## src/rtl/receive_ring_line_assembler_macros.svh

```systemverilog
// Assertion helpers shared by the RTL.
`ifndef RECEIVE_RING_LINE_ASSEMBLER_MACROS_SVH
`define RECEIVE_RING_LINE_ASSEMBLER_MACROS_SVH

// Check a condition in the same cycle as its trigger.
`define RRLA_ASSERT_NOW(label, clk, rstn, ante, cons) \
    label: assert property (@(posedge clk) disable iff (!(rstn)) (ante) |-> (cons)) \
        else $error("rrla assertion failed");

// Check a condition in the cycle after its trigger.
`define RRLA_ASSERT_NEXT(label, clk, rstn, ante, cons) \
    label: assert property (@(posedge clk) disable iff (!(rstn)) (ante) |=> (cons)) \
        else $error("rrla assertion failed");

`endif

```

## src/rtl/rrla_pkg.sv

```systemverilog
package rrla_pkg;

    localparam int BYTE_W         = 8;
    localparam int CAP_W          = 7;
    localparam int LEN_W          = 6;
    localparam int CAP_MAX        = 64;
    localparam int RING_DEPTH_DEF = 128;
    localparam int S_TDATA_W      = 8;
    localparam int S_TUSER_W      = 1;
    localparam int M_TDATA_W      = 16;
    localparam int M_TUSER_W      = 2;

    localparam logic [BYTE_W-1:0] CH_LF = 8'h0A;
    localparam logic [BYTE_W-1:0] CH_CR = 8'h0D;

    localparam logic MODE_PUSH = 1'b0;

    localparam logic [CAP_W-1:0] CAP_RESET = CAP_W'(CAP_MAX);

    typedef enum logic [2:0] {
        ST_IDLE,
        ST_SCAN_RD,
        ST_SCAN_CHK,
        ST_EMIT_RD,
        ST_EMIT_CHK,
        ST_RESULT
    } state_t;

    // Bytes kept per line: capacity minus one, capacity clamped to 1..CAP_MAX.
    function automatic logic [LEN_W-1:0] keep_limit(input logic [CAP_W-1:0] cap);
        logic [LEN_W-1:0] lim;
        if (cap == '0) begin
            lim = '0;
        end else if (cap > CAP_W'(CAP_MAX)) begin
            lim = LEN_W'(CAP_MAX - 1);
        end else begin
            lim = LEN_W'(cap - CAP_W'(1));
        end
        return lim;
    endfunction

endpackage

```

## src/rtl/receive_ring_line_assembler.sv

```systemverilog
// Channel   Dir  Handshake           Payload
// s_        in   s_tvalid/s_tready   s_tuser: mode; s_tdata: rx_byte
// m_        out  m_tvalid/m_tready   m_tuser: found, byte_valid; m_tdata: byte, length; m_tlast
// cfg_      in   cfg_valid/cfg_ready cfg_data: line_capacity
//
// Pushes are taken on consecutive cycles while idle; s_tready is low while a request runs.
// After it is accepted, a request walks the ring from the read pointer, reading then checking
// each byte, up to the newline; with no newline it walks to the write pointer, then loads the
// lone result. A found line is read and checked byte by byte up to its last kept byte,
// or gives a lone result when nothing is kept. A stalled m_ side holds emitting and the result.
// Synchronous reset (aresetn) clears pointers and output valid, sets capacity 64; ring kept.
module receive_ring_line_assembler #(
    parameter int RING_DEPTH = rrla_pkg::RING_DEPTH_DEF
) (
    input  logic                           aclk,
    input  logic                           aresetn,
    input  logic                           s_tvalid,
    output logic                           s_tready,
    input  logic [rrla_pkg::S_TDATA_W-1:0] s_tdata,   // [7:0] rx_byte
    input  logic [rrla_pkg::S_TUSER_W-1:0] s_tuser,   // [0] mode
    output logic                           m_tvalid,
    input  logic                           m_tready,
    output logic [rrla_pkg::M_TDATA_W-1:0] m_tdata,   // [7:0] line_byte, [13:8] line_length
    output logic [rrla_pkg::M_TUSER_W-1:0] m_tuser,   // [0] line_found, [1] byte_valid
    output logic                           m_tlast,
    input  logic                           cfg_valid,
    output logic                           cfg_ready,
    input  logic [rrla_pkg::CAP_W-1:0]     cfg_data
);
    import rrla_pkg::*;

`include "receive_ring_line_assembler_macros.svh"

    localparam int PTR_W = $clog2(RING_DEPTH);
    localparam logic [PTR_W-1:0] PTR_LAST = PTR_W'(RING_DEPTH - 1);

    function automatic logic [PTR_W-1:0] ptr_inc(input logic [PTR_W-1:0] p);
        return (p == PTR_LAST) ? '0 : p + PTR_W'(1);
    endfunction

    logic [BYTE_W-1:0] ring_mem [RING_DEPTH];
    logic [BYTE_W-1:0] rd_data_reg;

    state_t            state_reg, state_next;
    logic [PTR_W-1:0]  wr_ptr_reg, wr_ptr_next;
    logic [PTR_W-1:0]  rd_ptr_reg, rd_ptr_next;
    logic [PTR_W-1:0]  walk_ptr_reg, walk_ptr_next;
    logic [PTR_W-1:0]  lf_ptr_reg, lf_ptr_next;
    logic [LEN_W-1:0]  total_reg, total_next;
    logic [LEN_W-1:0]  emit_cnt_reg, emit_cnt_next;
    logic              found_reg, found_next;
    logic [CAP_W-1:0]  cap_reg;

    logic              out_valid_reg, out_valid_next;
    logic              out_found_reg, out_found_next;
    logic              out_bvalid_reg, out_bvalid_next;
    logic [BYTE_W-1:0] out_byte_reg, out_byte_next;
    logic [LEN_W-1:0]  out_len_reg, out_len_next;
    logic              out_last_reg, out_last_next;

    logic              in_fire;
    logic              out_free;
    logic              mem_we;
    logic              mem_re;
    logic [PTR_W-1:0]  wr_ptr_inc;
    logic [LEN_W-1:0]  keep_max;
    logic              is_lf;
    logic              is_cr;
    logic              emit_last;

    assign s_tready   = (state_reg == ST_IDLE);
    assign cfg_ready  = 1'b1;
    assign in_fire    = s_tvalid && s_tready;
    assign out_free   = !out_valid_reg || m_tready;
    assign wr_ptr_inc = ptr_inc(wr_ptr_reg);
    assign keep_max   = keep_limit(cap_reg);
    assign is_lf      = (rd_data_reg == CH_LF);
    assign is_cr      = (rd_data_reg == CH_CR);
    assign emit_last  = (emit_cnt_reg + LEN_W'(1) == total_reg);

    // Store a pushed byte unless the ring is full.
    assign mem_we = in_fire && (s_tuser[0] == MODE_PUSH) && (wr_ptr_inc != rd_ptr_reg);
    // Read only in request states, so a write never meets a read of the same entry.
    assign mem_re = (state_reg == ST_SCAN_RD && walk_ptr_reg != wr_ptr_reg) ||
                    (state_reg == ST_EMIT_RD);

    // Ring memory with registered read.
    always_ff @(posedge aclk) begin
        if (mem_we) begin
            ring_mem[wr_ptr_reg] <= s_tdata[BYTE_W-1:0];
        end
        if (mem_re) begin
            rd_data_reg <= ring_mem[walk_ptr_reg];
        end
    end

    // Next state.
    always_comb begin
        state_next = state_reg;
        unique case (state_reg)
            ST_IDLE: begin
                if (in_fire && s_tuser[0] != MODE_PUSH) begin
                    state_next = ST_SCAN_RD;
                end
            end
            ST_SCAN_RD: begin
                state_next = (walk_ptr_reg == wr_ptr_reg) ? ST_RESULT : ST_SCAN_CHK;
            end
            ST_SCAN_CHK: begin
                if (!is_lf) begin
                    state_next = ST_SCAN_RD;
                end else if (total_reg == '0) begin
                    state_next = ST_RESULT;
                end else begin
                    state_next = ST_EMIT_RD;
                end
            end
            ST_EMIT_RD: begin
                state_next = ST_EMIT_CHK;
            end
            ST_EMIT_CHK: begin
                if (is_cr) begin
                    state_next = ST_EMIT_RD;
                end else if (out_free) begin
                    state_next = emit_last ? ST_IDLE : ST_EMIT_RD;
                end
            end
            ST_RESULT: begin
                if (out_free) begin
                    state_next = ST_IDLE;
                end
            end
            default: state_next = ST_IDLE;
        endcase
    end

    // Datapath and output register updates.
    always_comb begin
        wr_ptr_next     = wr_ptr_reg;
        rd_ptr_next     = rd_ptr_reg;
        walk_ptr_next   = walk_ptr_reg;
        lf_ptr_next     = lf_ptr_reg;
        total_next      = total_reg;
        emit_cnt_next   = emit_cnt_reg;
        found_next      = found_reg;
        out_valid_next  = out_valid_reg && !m_tready;
        out_found_next  = out_found_reg;
        out_bvalid_next = out_bvalid_reg;
        out_byte_next   = out_byte_reg;
        out_len_next    = out_len_reg;
        out_last_next   = out_last_reg;
        unique case (state_reg)
            ST_IDLE: begin
                if (mem_we) begin
                    wr_ptr_next = wr_ptr_inc;
                end
                // Start a request walk at the read pointer.
                walk_ptr_next = rd_ptr_reg;
                total_next    = '0;
                found_next    = 1'b0;
            end
            ST_SCAN_RD: begin
            end
            ST_SCAN_CHK: begin
                if (is_lf) begin
                    found_next    = 1'b1;
                    lf_ptr_next   = walk_ptr_reg;
                    walk_ptr_next = rd_ptr_reg;
                    emit_cnt_next = '0;
                end else begin
                    // Count keepable bytes, saturating at the keep limit (capacity minus one).
                    if (!is_cr && total_reg < keep_max) begin
                        total_next = total_reg + LEN_W'(1);
                    end
                    walk_ptr_next = ptr_inc(walk_ptr_reg);
                end
            end
            ST_EMIT_RD: begin
            end
            ST_EMIT_CHK: begin
                if (is_cr) begin
                    walk_ptr_next = ptr_inc(walk_ptr_reg);
                end else if (out_free) begin
                    out_valid_next  = 1'b1;
                    out_found_next  = 1'b1;
                    out_bvalid_next = 1'b1;
                    out_byte_next   = rd_data_reg;
                    out_len_next    = emit_last ? total_reg : '0;
                    out_last_next   = emit_last;
                    emit_cnt_next   = emit_cnt_reg + LEN_W'(1);
                    walk_ptr_next   = ptr_inc(walk_ptr_reg);
                    if (emit_last) begin
                        rd_ptr_next = ptr_inc(lf_ptr_reg);
                    end
                end
            end
            ST_RESULT: begin
                // Lone result: no line, or a line with nothing kept.
                if (out_free) begin
                    out_valid_next  = 1'b1;
                    out_found_next  = found_reg;
                    out_bvalid_next = 1'b0;
                    out_byte_next   = '0;
                    out_len_next    = '0;
                    out_last_next   = 1'b1;
                    if (found_reg) begin
                        rd_ptr_next = ptr_inc(lf_ptr_reg);
                    end
                end
            end
            default: begin
            end
        endcase
    end

    // Control registers.
    always_ff @(posedge aclk) begin
        if (!aresetn) begin
            state_reg     <= ST_IDLE;
            wr_ptr_reg    <= '0;
            rd_ptr_reg    <= '0;
            cap_reg       <= CAP_RESET;
            out_valid_reg <= 1'b0;
        end else begin
            state_reg     <= state_next;
            wr_ptr_reg    <= wr_ptr_next;
            rd_ptr_reg    <= rd_ptr_next;
            out_valid_reg <= out_valid_next;
            if (cfg_valid && cfg_ready) begin
                cap_reg <= cfg_data;
            end
        end
    end

    // Payload registers.
    always_ff @(posedge aclk) begin
        walk_ptr_reg   <= walk_ptr_next;
        lf_ptr_reg     <= lf_ptr_next;
        total_reg      <= total_next;
        emit_cnt_reg   <= emit_cnt_next;
        found_reg      <= found_next;
        out_found_reg  <= out_found_next;
        out_bvalid_reg <= out_bvalid_next;
        out_byte_reg   <= out_byte_next;
        out_len_reg    <= out_len_next;
        out_last_reg   <= out_last_next;
    end

    assign m_tvalid = out_valid_reg;
    assign m_tdata  = {{(M_TDATA_W - BYTE_W - LEN_W){1'b0}}, out_len_reg, out_byte_reg};
    assign m_tuser  = {out_bvalid_reg, out_found_reg};
    assign m_tlast  = out_last_reg;

    // Pointers stay inside the ring.
    `RRLA_ASSERT_NOW(a_ptr_range, aclk, aresetn, 1'b1,
        (wr_ptr_reg <= PTR_LAST) && (rd_ptr_reg <= PTR_LAST))
    // The emit walk ends on a kept byte before ever reaching the newline.
    `RRLA_ASSERT_NOW(a_emit_before_lf, aclk, aresetn,
        (state_reg == ST_EMIT_RD) || (state_reg == ST_EMIT_CHK),
        (walk_ptr_reg != lf_ptr_reg) && (emit_cnt_reg < total_reg))
    // The read pointer moves only when the final result of a line is loaded.
    `RRLA_ASSERT_NEXT(a_rd_ptr_hold, aclk, aresetn,
        (state_reg == ST_IDLE) || (state_reg == ST_SCAN_RD) || (state_reg == ST_SCAN_CHK),
        rd_ptr_reg == $past(rd_ptr_reg))
    // Nothing is written to the ring during a request walk.
    `RRLA_ASSERT_NOW(a_no_write_walk, aclk, aresetn, state_reg != ST_IDLE, !mem_we)

endmodule
```

## config.mk

```make
export PLATFORM = sky130hd
export DESIGN_NAME = receive_ring_line_assembler
export DESIGN_NICKNAME = d
export VERILOG_FILES = /design/src/rtl/rrla_pkg.sv /design/src/rtl/receive_ring_line_assembler.sv
export VERILOG_INCLUDE_DIRS = /design/src /design/src/rtl
export SDC_FILE = /design/constraint.sdc
export NUM_CORES = 1
export LEC_CHECK = 0
export BUFFER_PORTS_ARGS = -buffer_cell sky130_fd_sc_hd__buf_2
export CAP_MARGIN = 25
export CORE_UTILIZATION = 45
export CTS_CLUSTER_SIZE = 28
export DETAILED_ROUTE_END_ITERATION = 7
export GPL_ROUTABILITY_DRIVEN = 1
export GPL_TIMING_DRIVEN = 0
export REMOVE_ABC_BUFFERS = 1
export SLEW_MARGIN = 20
export SYNTH_ARGS = -nofsm -noshare
export SYNTH_HDL_FRONTEND = slang
export SYNTH_SLANG_ARGS = --single-unit
```

## constraint.sdc

```tcl
create_clock -name aclk -period 9.69 [get_ports aclk]
set_input_delay 0.969 -clock aclk [delete_from_list [all_inputs] [get_ports aclk]]
set_output_delay 0.969 -clock aclk [all_outputs]
set_load 0.05 [all_outputs]
```

==> flow_summary.yaml <==
run_status:
  status: "finished, final reports clean"
power:
  combPwrFrac_pct: 20.7
  max-vdd-ir-drop_v: 0.000147
  p_int_w: 0.00871
  p_clk_share_pct: 33.9
  power.density_mw_per_mm2: 228
  p_seq_share_pct: 45.3
  p_leak_nw: 16.2
  p_sw_w: 0.00314
  netSwitchingFraction_pct: 26.5
placement:
  dp_cells: 3596
  place_hpwl_mm: 67.0
  routabilityCongestion: 0.863
  placed_cell_area_mm2: 0.0486
  numPortBuffers: 39
  dp_slack_ps: 5410
logic_synthesis:
  yosysTopAreaCell: "edfxtp_1"
  synth_cell_types: 68
  synthCells: 2237
  synth-edff-count: 1076
  synthArstFlopShare_pct: 0
  yosysMostFrequentCell: "edfxtp_1"
  syn_area_per_cell_um2: 19.8
  ys_seq_elements: 1101
  synth_top_cell_area_share_pct: 72.8
  syn_area_mm2: 0.0444
  ys_top_cells_by_count: "edfxtp_1, mux4_2, nor4_1"
  synthFlopType: "edfxtp_1"
  ys.warnings.count: 0
  synth.area.top_cells: "edfxtp_1, mux4_2, nor4_1"
  yosysSeqAreaShare_pct: 73.9
routing:
  route.met3.wl_mm: 6.51
  post_drt_wl_per_cell_um: 26.9
  drt_iter0_drc: 2151
  wl_met1_mm: 42.9
  antenna_left: 0
  firstDrtPassIters: 5
  drc: 0
  met2_length_mm: 49.6
  via_per_inst: 5.99
  wl_mm: 102
  route.vias.total: 22746
  topRoutingLayerUsed: "met4"
setup_path:
  startpoint_type: "flip-flop"
  crit_path_start: "walk_ptr_reg[2]$_DFFE_PP_"
  required_ps: 10090
  worst_ep_arrival_time_ps: 4720
  crit_path_end_kind: "flip-flop"
  path_max_fanout: 15
  path_class: "flip-flop to flip-flop"
  r2r-start: "walk_ptr_reg[2]$_DFFE_PP_"
timing:
  hold_viol_final: 0
  period_share_pct: 44.5
  holdWs_ps: 493
  fmax_mhz: 232
  finalSetupViolations: 0
  maxSlewViolCount: 0
  tns_ps: 0
  setup_slack_ps: 5380
  relSlewSlack_pct: 27.8
  period_needed_ps: 4310
  rsz0062_at_grt: "false"
  tightest_slew_ps: 1080
  clock_skew_ps: 29.1
clock_network:
  cts.htree.levels: 3
  post_cts_buffers: 0
  cts.repair.resized: 0
  ctsHoldBuffers: 0
  insertion_delay_ps: 690
  cts_tree: "built"
  clkSinkCount: 1101
  cts.path.max_buffers: 3
  cts-root-buf: "clkbuf_16"
  clkTransAtPathRegs_ps: 60
  numCtsBuffers: 109
hold_path:
  hp-class: "flip-flop to flip-flop"
  worstHoldStart: "rd_ptr_reg[0]$_SDFFE_PN0P_"
cells_and_area:
  num-nets-final: 2466
  drive_gt1_share_pct: 31.9
  postLayoutCellArea_mm2: 0.0519
  fin_cells: 3795
  antennaDiodeCount: 0
  areaGrowthSynthToFinish_pct: 17.1
  largest_reg_flops: 1024
floorplanning:
  start_util_pct: 45.7
  die_h_um: 316
  die_area_mm2: 0.0999
  core_area_mm2: 0.0971
  rows: 114
  die_x_um: 316
  ios: 43
grt:
  grt_pass1_wl_mm: 152
  antenna_found_initial: 0
  grt_max_degree: 101
  grt_pass1_vias: 23372
  overflow: 0
  track_usage_pct: 20.7
run:
  maxCapViolations: 0
-- cell families (layout without fill, tap and decap cells) --
group / count (synthesis) / after routing / share of synthesized area, %
buffers and inverters: 178 / 459 / 2.04
and+or+nand+nor: 381 / 381 / 4.80
DFF: 1101 / 1101 / 73.9
AOI/OAI and AO/OA: 183 / 183 / 3.07
other: 2 / 3 / 0.0169
muxes: 341 / 341 / 14.9
adders and majority gates: 15 / 15 / 0.412
xor gates and xnor gates: 36 / 36 / 0.773
-- area by class of cell --
| type | count | area (µm²) |
|---|---|---|
| fill | 7259 | 45200 |
| inverter | 14 | 52.6 |
| clock inverter | 72 | 568 |
| sequential | 1101 | 32800 |
| multi-input combinational | 959 | 11500 |
| tap | 1276 | 1600 |
| clock buffer | 126 | 2790 |
| timing repair buffer | 247 | 2670 |
-- per-stage QoR --
step,util (%),total power [W]
after floorplan,-,0.00732
after global placement,46.6,0.00828
after detailed placement,50.0,0.00793
after CTS,53.5,0.0119
after global routing,53.5,0.0122
final,53.5,0.0119
-- worst max-delay path, cell delays in order (launching register included) --
cell and delay, ps:
edfxtp_1 880, buf_8 240, buf_8 170, buf_16 170, buf_16 170, buf_16 160, buf_8 190, buf_8 200
mux4_2 340, mux4_2 530, mux2_2 330, a21oi_1 460, nand2_1 160
-- per-layer routing --
metal | up-vias | track usage (%)
li1 | 9783 | -
met1 | 11898 | 29.2
met2 | 898 | 33.3
met3 | 167 | 2.95
met4 | 0 | 7.08
met5 | - | 0
-- worst paths after layout --
check                           slack (ps)                          to  cells past startpoint
worst max-delay path                  5380    rd_data_reg[4]$_DFFE_PP_                     12
worst min-delay path                   490  rd_ptr_reg[0]$_SDFFE_PN0P_                      2
worst max register to register        5380    rd_data_reg[4]$_DFFE_PP_                     12
worst min register to register         490  rd_ptr_reg[0]$_SDFFE_PN0P_                      2
-- layout by cell type (no fill, tap or decap), drive strengths merged, types with 3 or more instances in the layout --
| master | netlist | layout |
|---|---|---|
| xor2 | 15 | 15 |
| o21a | 3 | 3 |
| ha | 13 | 13 |
| xnor2 | 19 | 19 |
| and2 | 15 | 15 |
| nand3b | 7 | 7 |
| a221oi | 25 | 25 |
| inv | 14 | 20 |
| or2 | 4 | 4 |
| o21ai | 13 | 13 |
| a22oi | 49 | 49 |
| mux2i | 76 | 76 |
| a211oi | 3 | 3 |
| o22ai | 11 | 11 |
| buf | 87 | 246 |
| nand2 | 78 | 78 |
| clkbuf | 77 | 127 |
| and3 | 18 | 18 |
| nor3 | 12 | 12 |
| nand4 | 6 | 6 |
| edfxtp | 1076 | 1076 |
| mux2 | 9 | 9 |
| conb | 2 | 3 |
| nand3 | 23 | 23 |
| nor3b | 4 | 4 |
| mux4 | 256 | 256 |
| dfxtp | 25 | 25 |
| bufinv | 0 | 8 |
| clkinv | 0 | 55 |
| nor2b | 28 | 28 |
| a2111oi | 3 | 3 |
| a21oi | 30 | 30 |
| a22o | 25 | 25 |
| nor2 | 36 | 36 |
| nor4 | 129 | 129 |
| nand2b | 10 | 10 |
| clkinvlp | 0 | 3 |
| a21boi | 3 | 3 |
-- power groups by stage --
stage	Combinational, W	Clock, W	Sequential, W
2_1_floorplan	0.00161	0	0.00571
3_3_place_gp	0.00240	0	0.00588
3_5_place_dp	0.00246	0	0.00547
4_1_cts	0.00247	0.00410	0.00537
5_1_grt	0.00259	0.00426	0.00538
6_report	0.00246	0.00402	0.00537
Power figures use the tool's default switching activity.
